--- src/sv/ddhc_pkg.sv ---
`timescale 1ns / 1ps

package ddhc_pkg;

  // Datapath operation codes, one per controller step
  localparam logic [3:0] OP_IDLE  = 4'd0;
  localparam logic [3:0] OP_MUL_W = 4'd1;
  localparam logic [3:0] OP_MUL_H = 4'd2;
  localparam logic [3:0] OP_SUM   = 4'd3;
  localparam logic [3:0] OP_MOD   = 4'd4;
  localparam logic [3:0] OP_MUL_A = 4'd5;
  localparam logic [3:0] OP_MUL_B = 4'd6;
  localparam logic [3:0] OP_MUL_C = 4'd7;
  localparam logic [3:0] OP_MUL_D = 4'd8;
  localparam logic [3:0] OP_LIM_A = 4'd9;
  localparam logic [3:0] OP_LIM_B = 4'd10;
  localparam logic [3:0] OP_MUL_R = 4'd11;
  localparam logic [3:0] OP_MUL_L = 4'd12;
  localparam logic [3:0] OP_OUT   = 4'd13;

  // Register indexes of the configuration port
  localparam logic [2:0] REG_GAIN_SPEED_FEEDBACK = 3'd0;
  localparam logic [2:0] REG_GAIN_SPEED_TARGET   = 3'd1;
  localparam logic [2:0] REG_GAIN_HEADING        = 3'd2;
  localparam logic [2:0] REG_GAIN_TURN_RATE      = 3'd3;
  localparam logic [2:0] REG_TURN_SCALE          = 3'd4;
  localparam logic [2:0] REG_HALF_PERIOD         = 3'd5;
  localparam logic [2:0] REG_PWM_TOP             = 3'd6;

  // Heading reduction: offset the sum by 256 turns, then strip 2pi << k for k = 8..0
  localparam logic [3:0]  MOD_FIRST   = 4'd8;
  localparam logic [26:0] HEAD_OFFSET = 27'd6588416;

  localparam logic [1:0] DIR_STOP    = 2'd0;
  localparam logic [1:0] DIR_FORWARD = 2'd1;
  localparam logic [1:0] DIR_REVERSE = 2'd2;

  typedef struct packed {
    logic       load_in;
    logic [3:0] op;
    logic [3:0] mod_k;
  } ddhc_cmd_t;

endpackage

--- src/sv/ddhc_ctrl.sv ---
`timescale 1ns / 1ps

module ddhc_ctrl
  import ddhc_pkg::*;
(
  input  logic      clk,
  input  logic      rst,
  input  logic      s_tvalid,
  output logic      s_tready,
  output logic      m_tvalid,
  input  logic      m_tready,
  output ddhc_cmd_t cmd
);

  localparam logic [3:0] S_IDLE  = 4'd0;
  localparam logic [3:0] S_MUL_W = 4'd1;
  localparam logic [3:0] S_MUL_H = 4'd2;
  localparam logic [3:0] S_SUM   = 4'd3;
  localparam logic [3:0] S_MOD   = 4'd4;
  localparam logic [3:0] S_MUL_A = 4'd5;
  localparam logic [3:0] S_MUL_B = 4'd6;
  localparam logic [3:0] S_MUL_C = 4'd7;
  localparam logic [3:0] S_MUL_D = 4'd8;
  localparam logic [3:0] S_LIM_A = 4'd9;
  localparam logic [3:0] S_LIM_B = 4'd10;
  localparam logic [3:0] S_MUL_R = 4'd11;
  localparam logic [3:0] S_MUL_L = 4'd12;
  localparam logic [3:0] S_DONE  = 4'd13;

  logic [3:0] state, state_next;
  logic [3:0] mod_k, mod_k_next;
  logic       out_valid, out_valid_next;
  logic       out_free;

  assign s_tready = (state == S_IDLE);
  assign m_tvalid = out_valid;
  assign out_free = !out_valid || m_tready;

  always_comb begin
    state_next     = state;
    mod_k_next     = mod_k;
    out_valid_next = out_valid && !m_tready;
    cmd.load_in    = 1'b0;
    cmd.op         = OP_IDLE;
    cmd.mod_k      = mod_k;
    case (state)
      S_IDLE: begin
        if (s_tvalid) begin
          cmd.load_in = 1'b1;
          state_next  = S_MUL_W;
        end
      end
      S_MUL_W: begin
        cmd.op     = OP_MUL_W;
        state_next = S_MUL_H;
      end
      S_MUL_H: begin
        cmd.op     = OP_MUL_H;
        state_next = S_SUM;
      end
      S_SUM: begin
        cmd.op     = OP_SUM;
        mod_k_next = MOD_FIRST;
        state_next = S_MOD;
      end
      S_MOD: begin
        cmd.op = OP_MOD;
        if (mod_k == 4'd0) begin
          state_next = S_MUL_A;
        end else begin
          mod_k_next = mod_k - 4'd1;
        end
      end
      S_MUL_A: begin
        cmd.op     = OP_MUL_A;
        state_next = S_MUL_B;
      end
      S_MUL_B: begin
        cmd.op     = OP_MUL_B;
        state_next = S_MUL_C;
      end
      S_MUL_C: begin
        cmd.op     = OP_MUL_C;
        state_next = S_MUL_D;
      end
      S_MUL_D: begin
        cmd.op     = OP_MUL_D;
        state_next = S_LIM_A;
      end
      S_LIM_A: begin
        cmd.op     = OP_LIM_A;
        state_next = S_LIM_B;
      end
      S_LIM_B: begin
        cmd.op     = OP_LIM_B;
        state_next = S_MUL_R;
      end
      S_MUL_R: begin
        cmd.op     = OP_MUL_R;
        state_next = S_MUL_L;
      end
      S_MUL_L: begin
        cmd.op     = OP_MUL_L;
        state_next = S_DONE;
      end
      S_DONE: begin
        // hold until the output register is free
        if (out_free) begin
          cmd.op         = OP_OUT;
          out_valid_next = 1'b1;
          state_next     = S_IDLE;
        end
      end
      default: begin
        state_next = S_IDLE;
      end
    endcase
  end

  always_ff @(posedge clk) begin
    if (rst) begin
      state     <= S_IDLE;
      mod_k     <= 4'd0;
      out_valid <= 1'b0;
    end else begin
      state     <= state_next;
      mod_k     <= mod_k_next;
      out_valid <= out_valid_next;
    end
  end

endmodule

--- src/sv/ddhc_datapath.sv ---
`timescale 1ns / 1ps

module ddhc_datapath
  import ddhc_pkg::*;
(
  input  logic        clk,
  input  logic        rst,
  input  ddhc_cmd_t   cmd,
  input  logic [63:0] in_data,
  input  logic        cfg_we,
  input  logic [2:0]  cfg_index,
  input  logic [15:0] cfg_data,
  output logic [15:0] compare_right,
  output logic [15:0] compare_left,
  output logic [1:0]  dir_right,
  output logic [1:0]  dir_left
);

  localparam logic signed [17:0] ONE_Q14  = 18'sd16384;
  localparam logic signed [17:0] DUTY_MAX = 18'sd16220;
  localparam logic        [35:0] DEADBAND = 36'd819;
  localparam logic signed [18:0] PI_Q12   = 19'sd12868;
  localparam logic signed [18:0] TWO_PI   = 19'sd25736;
  localparam logic        [23:0] TWO_PI_U = 24'd25736;

  // configuration
  logic [15:0] gain_speed_feedback, gain_speed_target, gain_heading, gain_turn_rate;
  logic [15:0] turn_scale, half_period, pwm_top;

  // state
  logic [15:0]        heading;
  logic signed [23:0] prev_w;

  // working registers
  logic signed [15:0] vs, ht, vl, vr, vt;
  logic signed [41:0] p, acc;
  logic signed [23:0] w;
  logic        [23:0] s;
  logic signed [17:0] err;
  logic signed [25:0] ut;
  logic signed [15:0] ua;
  logic        [14:0] mag_r, mag_l;
  logic        [1:0]  dr_code, dl_code;
  logic        [15:0] cmp_r;

  // shared multiplier
  logic        [15:0] mul_a;
  logic signed [24:0] mul_b;
  logic signed [41:0] prod;

  logic signed [15:0] in_vl, in_vr, in_vs, in_ht;
  logic signed [15:0] vl_c, vr_c;
  logic signed [41:0] p_w, p_h, d_u, d_a;
  logic signed [23:0] w_c;
  logic signed [25:0] step;
  logic signed [26:0] s_sum;
  logic        [23:0] mod_sub, s_red;
  logic signed [18:0] ht_x, hd_x, err_x;
  logic signed [35:0] ua_full;
  logic        [35:0] ua_abs;
  logic signed [15:0] ua_c;
  logic signed [17:0] ut1, lim, ut2, dr, dl, dr_c, dl_c, ua18;

  assign in_vs = $signed(in_data[15:0]);
  assign in_ht = $signed(in_data[31:16]);
  assign in_vl = $signed(in_data[47:32]);
  assign in_vr = $signed(in_data[63:48]);

  always_comb begin
    vl_c = in_vl;
    if (in_vl > 16'sd16384) vl_c = 16'sd16384;
    else if (in_vl < -16'sd16384) vl_c = -16'sd16384;
    vr_c = in_vr;
    if (in_vr > 16'sd16384) vr_c = 16'sd16384;
    else if (in_vr < -16'sd16384) vr_c = -16'sd16384;
  end

  always_comb begin
    mul_a = 16'd0;
    mul_b = 25'sd0;
    case (cmd.op)
      OP_MUL_W: begin
        mul_a = turn_scale;
        mul_b = 25'(vr) - 25'(vl);
      end
      OP_MUL_H: begin
        mul_a = half_period;
        mul_b = 25'(w_c) + 25'(prev_w);
      end
      OP_MUL_A: begin
        mul_a = gain_speed_target;
        mul_b = 25'(vs);
      end
      OP_MUL_B: begin
        mul_a = gain_speed_feedback;
        mul_b = 25'(vt);
      end
      OP_MUL_C: begin
        mul_a = gain_heading;
        mul_b = 25'(err);
      end
      OP_MUL_D: begin
        mul_a = gain_turn_rate;
        mul_b = 25'(w);
      end
      OP_MUL_R: begin
        mul_a = pwm_top;
        mul_b = $signed({10'd0, mag_r});
      end
      OP_MUL_L: begin
        mul_a = pwm_top;
        mul_b = $signed({10'd0, mag_l});
      end
      default: begin
        mul_a = 16'd0;
        mul_b = 25'sd0;
      end
    endcase
  end

  assign prod = 42'($signed({1'b0, mul_a})) * 42'(mul_b);

  // round half up: add half an LSB, then shift arithmetically
  assign p_w   = p + 42'sd512;
  assign w_c   = p_w[33:10];
  assign p_h   = p + 42'sd32768;
  assign step  = p_h[41:16];
  assign s_sum = 27'(step) + $signed({11'd0, heading}) + $signed(HEAD_OFFSET);

  assign mod_sub = TWO_PI_U << cmd.mod_k;
  assign s_red   = (s >= mod_sub) ? s - mod_sub : s;

  // shortest heading error
  always_comb begin
    ht_x = 19'(ht);
    hd_x = $signed({3'd0, heading});
    if (ht_x >= hd_x + PI_Q12) err_x = ht_x - TWO_PI - hd_x;
    else if (ht_x <= hd_x - PI_Q12) err_x = ht_x + TWO_PI - hd_x;
    else err_x = ht_x - hd_x;
  end

  assign d_u = acc - p + 42'sd128;
  assign d_a = acc - p + 42'sd32;

  // turn command: saturate, then deadband
  always_comb begin
    ua_full = d_a[41:6];
    ua_abs  = ua_full[35] ? 36'(-ua_full) : 36'(ua_full);
    if (ua_abs > 36'd16384) ua_c = ua_full[35] ? -16'sd16384 : 16'sd16384;
    else if (ua_abs <= DEADBAND) ua_c = 16'sd0;
    else ua_c = ua_full[15:0];
  end

  // forward limit and duty mixing
  always_comb begin
    ut1  = ut[17:0];
    ua18 = 18'(ua);
    lim  = ONE_Q14 - (ua18[17] ? -ua18 : ua18);
    if (ut1 > lim) ut2 = lim;
    else if (ut1 < -lim) ut2 = -lim;
    else ut2 = ut1;
    dr = ut2 + ua18;
    dl = ut2 - ua18;
    if (dr > DUTY_MAX) dr_c = DUTY_MAX;
    else if (dr < -DUTY_MAX) dr_c = -DUTY_MAX;
    else dr_c = dr;
    if (dl > DUTY_MAX) dl_c = DUTY_MAX;
    else if (dl < -DUTY_MAX) dl_c = -DUTY_MAX;
    else dl_c = dl;
  end

  always_ff @(posedge clk) begin
    if (rst) begin
      gain_speed_feedback <= 16'd256;
      gain_speed_target   <= 16'd256;
      gain_heading        <= 16'd256;
      gain_turn_rate      <= 16'd256;
      turn_scale          <= 16'd256;
      half_period         <= 16'd328;
      pwm_top             <= 16'd255;
    end else if (cfg_we) begin
      case (cfg_index)
        REG_GAIN_SPEED_FEEDBACK: gain_speed_feedback <= cfg_data;
        REG_GAIN_SPEED_TARGET:   gain_speed_target   <= cfg_data;
        REG_GAIN_HEADING:        gain_heading        <= cfg_data;
        REG_GAIN_TURN_RATE:      gain_turn_rate      <= cfg_data;
        REG_TURN_SCALE:          turn_scale          <= cfg_data;
        REG_HALF_PERIOD:         half_period         <= cfg_data;
        REG_PWM_TOP:             pwm_top             <= cfg_data;
        default: begin
        end
      endcase
    end
  end

  always_ff @(posedge clk) begin
    if (rst) begin
      heading <= 16'd0;
      prev_w  <= 24'sd0;
    end else begin
      if (cmd.op == OP_MUL_H) prev_w <= w_c;
      if (cmd.op == OP_MOD && cmd.mod_k == 4'd0) heading <= s_red[15:0];
    end
  end

  always_ff @(posedge clk) begin
    if (cmd.load_in) begin
      vs <= in_vs;
      ht <= in_ht;
      vl <= vl_c;
      vr <= vr_c;
    end
    case (cmd.op)
      OP_MUL_W: begin
        p  <= prod;
        vt <= 16'((17'(vr) + 17'(vl) + 17'sd1) >>> 1);
      end
      OP_MUL_H: begin
        p <= prod;
        w <= w_c;
      end
      OP_SUM: begin
        s <= s_sum[23:0];
      end
      OP_MOD: begin
        s <= s_red;
      end
      OP_MUL_A: begin
        p   <= prod;
        err <= err_x[17:0];
      end
      OP_MUL_B: begin
        acc <= p;
        p   <= prod;
      end
      OP_MUL_C: begin
        ut <= d_u[33:8];
        p  <= prod;
      end
      OP_MUL_D: begin
        acc <= p;
        p   <= prod;
      end
      OP_LIM_A: begin
        ua <= ua_c;
        if (ut > 26'sd16384) ut <= 26'sd16384;
        else if (ut < -26'sd16384) ut <= -26'sd16384;
      end
      OP_LIM_B: begin
        mag_r   <= dr_c[17] ? 15'(-dr_c) : dr_c[14:0];
        mag_l   <= dl_c[17] ? 15'(-dl_c) : dl_c[14:0];
        dr_code <= (dr_c == 18'sd0) ? DIR_STOP : (dr_c[17] ? DIR_REVERSE : DIR_FORWARD);
        dl_code <= (dl_c == 18'sd0) ? DIR_STOP : (dl_c[17] ? DIR_REVERSE : DIR_FORWARD);
      end
      OP_MUL_R: begin
        p <= prod;
      end
      OP_MUL_L: begin
        cmp_r <= p[29:14];
        p     <= prod;
      end
      OP_OUT: begin
        compare_right <= cmp_r;
        compare_left  <= p[29:14];
        dir_right     <= dr_code;
        dir_left      <= dl_code;
      end
      default: begin
      end
    endcase
  end

endmodule

--- src/sv/differential_drive_heading_control_core.sv ---
`timescale 1ns / 1ps

// Differential-drive heading and speed controller. Each input transaction
// carries a target speed, a target heading and the two measured wheel speeds;
// each produces exactly one output transaction with the PWM compare values and
// direction codes of both motors. The block keeps the integrated heading and
// the previous turn rate between transactions, so samples must arrive in
// control-loop order. Between acceptance and the output register a controller
// walks a single shared 17x25 multiplier through eight products, and the
// heading is wrapped into 0..2pi by a nine-step conditional subtract. No new
// sample is taken while one is in flight; the next is taken in the cycle after
// a result enters the output register. A result that is still waiting
// unread when the next one finishes holds the controller, and with it the
// input, until the output register frees. s_tready is high only while the
// controller is idle; a finished result waits in the output register while the
// next sample is taken.
// The gains and scales are written through the cfg channel (index 0..6, as
// listed in the register map); cfg_ready is always high, and writes belong to
// times when no sample is in flight.

module differential_drive_heading_control_core
  import ddhc_pkg::*;
(
  input  logic        clk,
  input  logic        rst,
  // speed_target [15:0], heading_target [31:16], speed_left [47:32],
  // speed_right [63:48]
  input  logic [63:0] s_tdata,
  input  logic        s_tvalid,
  output logic        s_tready,
  // compare_right [15:0], compare_left [31:16], dir_right [33:32],
  // dir_left [35:34], zero [39:36]
  output logic [39:0] m_tdata,
  output logic        m_tvalid,
  input  logic        m_tready,
  input  logic        cfg_valid,
  output logic        cfg_ready,
  input  logic [2:0]  cfg_index,
  input  logic [15:0] cfg_data
);

  ddhc_cmd_t   cmd;
  logic [15:0] compare_right, compare_left;
  logic [1:0]  dir_right, dir_left;

  // register writes never stall
  assign cfg_ready = 1'b1;

  ddhc_ctrl u_ctrl (
    .clk      (clk),
    .rst      (rst),
    .s_tvalid (s_tvalid),
    .s_tready (s_tready),
    .m_tvalid (m_tvalid),
    .m_tready (m_tready),
    .cmd      (cmd)
  );

  ddhc_datapath u_datapath (
    .clk           (clk),
    .rst           (rst),
    .cmd           (cmd),
    .in_data       (s_tdata),
    .cfg_we        (cfg_valid && cfg_ready),
    .cfg_index     (cfg_index),
    .cfg_data      (cfg_data),
    .compare_right (compare_right),
    .compare_left  (compare_left),
    .dir_right     (dir_right),
    .dir_left      (dir_left)
  );

  // pack the result, padding to whole bytes
  assign m_tdata = {4'd0, dir_left, dir_right, compare_left, compare_right};

endmodule
--- config.mk ---
export PLATFORM = sky130hd
export DESIGN_NAME = differential_drive_heading_control_core
export DESIGN_NICKNAME = d
export VERILOG_FILES = /design/src/sv/ddhc_pkg.sv /design/src/sv/ddhc_ctrl.sv /design/src/sv/ddhc_datapath.sv /design/src/sv/differential_drive_heading_control_core.sv
export SDC_FILE = /design/constraint.sdc
export NUM_CORES = 2
export LEC_CHECK = 0
export BUFFER_PORTS_ARGS = -buffer_cell sky130_fd_sc_hd__buf_2
export CORE_MARGIN = 2
export CORE_UTILIZATION = 40
export DETAILED_ROUTE_END_ITERATION = 8
export PLACE_DENSITY_LB_ADDON = 0.25
export SETUP_SLACK_MARGIN = 0.02
export SYNTH_ARGS = -nofsm -noshare
export SYNTH_HDL_FRONTEND = slang
export SYNTH_SLANG_ARGS = --single-unit
--- constraint.sdc ---
create_clock -name clk -period 9.9 [get_ports clk]
set_input_delay 1.98 -clock clk [delete_from_list [all_inputs] [get_ports clk]]
set_output_delay 1.98 -clock clk [all_outputs]
set_load 0.02 [all_outputs]
==> metrics.md <==
| Metric | Value |
|---|---|
| Tightest Pin Transition | 1210 ps |
| Synth-to-Final Area Change | 17.0% |
| Initial antenna violation count | 7 |
| R2r setup slk | 180 ps |
| Most common cell after layout, fill and taps aside | nand2_1 |
| Rows | 131 |
| 1st-iter DRT viols | 2,915 |
| WL/cell | 20.6 µm |
| Post-synth ARST share | 0 |
| RSZ-0062 raised after global routing | yes |
| Total track usage | 0.244 |
| Routed vias/inst | 5.47 |
| Die X | 361 µm |
| Routed Antenna Nets | 0 |
| # IOs | 131 |
| R2r startpoint | u_datapath.ua[4] |
| Cts bufs inserted | 59 |
| Clock root buffer | clkbuf_16 |
| F_max | 0.103 GHz |
| R2R depth | 50 |
| Final worst-path cycle share | 0.982 |
| Final setup fails | 0 |
| Critical Path End Type | flop |
| EDFF count, synth | 358 |
| Final setup skew | 52.3 ps |
| CTS sink count | 519 |
| Vias in the first global route | 42,945 |
| TritonCTS clock tree | yes |
| VDD IR max | 113 µV |
| Fin cells | 7,914 |
| Fin nets | 7,078 |
| DP HPWL | 130 mm |
| Worst hold path class | flop to flop |
| Hold Vio Cnt, Final | 0 |
| Sequential area share after synthesis | 0.273 |
| Placed cell count | 7,759 |
| Die height | 361 µm |
| Syn Inst Count | 5,755 |
| Most used cell, CP | a21oi_2 |
| Slowest CP cell | or3_4 |
| Setup TNS | 0 ps |
| Flops & latches, synth | 519 |
| Most frequent cells in the layout | nand2_1, inv_1, buf_4 |
| PD cells | 132 nW/µm² |
| Final Max Slew Viols | 0 |
| Syn avg cell area | 8.88 µm² |
| Required time worst endpoint | 10,300 ps |
| Worst-Skew Late Latency | 680 ps |
| Final WL | 163 mm |
| Worst r2r dst | u_datapath.dr_code[0] |
| Setup crit start kind | flop |
| CP Max Fanout | 6 |
| Crit path time final | 9720 ps |
| Final routed DRC violation total | 0 |
| Max-cap viol count | 0 |
| Data arrival time of the worst path | 10,120 ps |
| Hold Startpoint | u_datapath.cmp_r[13] |
| Min Hold Slack | 417 ps |
| Vias | 43,252 |
| Kind of critical path | flop to flop |
| Max incr delay on CP | 420 ps |
| Largest net degree at the start of global routing | 101 |
| Reg clk slew, reported paths | 60 ps |
| Synth warn | 0 |
| Global-route wire length before repair | 249 mm |
| Relative slew slack | 0.195 |
| Die Area | 131,000 µm² |
| Cell Area, Synth | 51,100 µm² |
| Starting Density | 0.402 |
| Core area | 127,000 µm² |
| Most used DFF post-synth | edfxtp_1 |
| Worst Hold End | u_datapath.compare_right[13] |
| Status | finished clean |
| H-tree depth | 2 |
| DR pass1 iterations | 6 |
| Worst Hold Depth | 0 |
| Cell variety after synth | 117 |
| GR Overflow Total | 0 |
| Leakage | 24.7 nW |
| PortBufs | 125 |
| Ratio of cells with drive above 1 in the final layout | 0.167 |
| CTS Buffer Depth | 3 |
| Placer Congestion | 0.975 |
==> timing repair <==
item,in CTS,in global routing
hold endpoints to repair,0,0
endpoints found under the setup margin,17,44
hold buffers,0,0
pin swaps,11,171
resized for setup,26,232
setup buffers,5,41
==> metal layers <==
layer	part of all wire	global-route usage	vias up	routed length, µm
met3	0.053	0.0251	246	8570
met4	0.038	0.0846	2	6120
met1	0.43	0.319	21227	69200
met5	0.000080	0	-	13
met2	0.48	0.418	1218	78700
li1	-	-	20559	-
==> worst max-delay path, delay by kind of cell (launching register included) <==
kind | cells | cell delay (ps)
xor+xnor | 4 | 690
flops | 1 | 390
fa+ha+maj | 4 | 1160
buf+inv | 4 | 430
simple gates | 17 | 2990
compound gates | 20 | 3500
mux | 1 | 330
==> final cells by class <==
cell class / instances / area (µm²)
flip-flops and latches: 519 / 14000
fillers: 12257 / 67400
clock buffers: 70 / 1530
repair buffers: 622 / 4440
multi-input cells: 4343 / 34900
diodes: 2 / 5.00
well taps: 1662 / 2080
clock inverters: 40 / 370
inverters: 656 / 2460
==> report_power, final <==
group	switching, mW	internal, mW	leakage (nW)
Clock	0.953	1.21	0.926
Combinational	1.92	1.16	19.1
Sequential	0.124	2.52	4.65
==> cells by family after synthesis <==
kind of cell | count (synthesis) | share of synthesized area
fa+ha+maj | 791 | 0.252
xor+xnor | 359 | 0.0627
mux | 38 | 0.00766
flops | 519 | 0.273
buf+inv | 896 | 0.0677
simple gates | 1946 | 0.183
compound gates | 1204 | 0.154
other cells | 2 | 0.000147
==> synthesized netlist by cell type (64+ instances only) <==
master	number	area, µm²
a21o_1	67	503
a21oi_1	418	2090
a22oi_1	92	691
and2_1	136	851
and3_1	64	400
clkbuf_1	201	754
dfxtp_1	161	3220
edfxtp_1	358	10800
fa_1	398	7970
ha_1	391	4890
inv_1	653	2450
nand2_1	763	2860
nand3_1	118	591
nor2_1	390	1460
nor3_1	121	606
o21ai_0	174	871
xnor2_1	279	2440
xor2_1	73	639
==> registers in the layout (all words and copies together) (netlist names), 18 cells and up <==
name	count
u_datapath.s	24
u_datapath.prev_w	24
u_datapath.w	24
u_datapath.ut	26
u_datapath.p	42
u_datapath.acc	42
u_datapath.err	18
==> worst max-delay path by stage <==
stage	startpoint	to	slack [ps]	cells past startpoint
after floorplan	u_datapath.ua[0]	u_datapath.dr_code[0]	-20	52
after detailed placement	u_datapath.p[9]	u_datapath.p[41]	-320	44
after global placement	u_datapath.p[9]	u_datapath.p[40]	-180	44
after CTS	u_datapath.vr[0]	u_datapath.p[41]	20	45
final	u_datapath.ua[4]	u_datapath.dr_code[0]	180	50
after global routing	u_datapath.ua[1]	u_datapath.dr_code[0]	-190	53
==> stage by stage <==
stage | power [mW] | instance area [µm²] | worst slack (ps) | util
5_1_grt | 8.30 | 59800 | -190 | 0.470
3_5_place_dp | 5.63 | 56500 | -316 | 0.444
6_report | 7.90 | 59800 | 182 | 0.470
4_1_cts | 7.81 | 58500 | 16.5 | 0.460
3_3_place_gp | 5.60 | 56500 | -178 | 0.444
2_1_floorplan | 4.61 | 51200 | -19.3 | -
No activity file was read; power rests on OpenSTA's default activity.
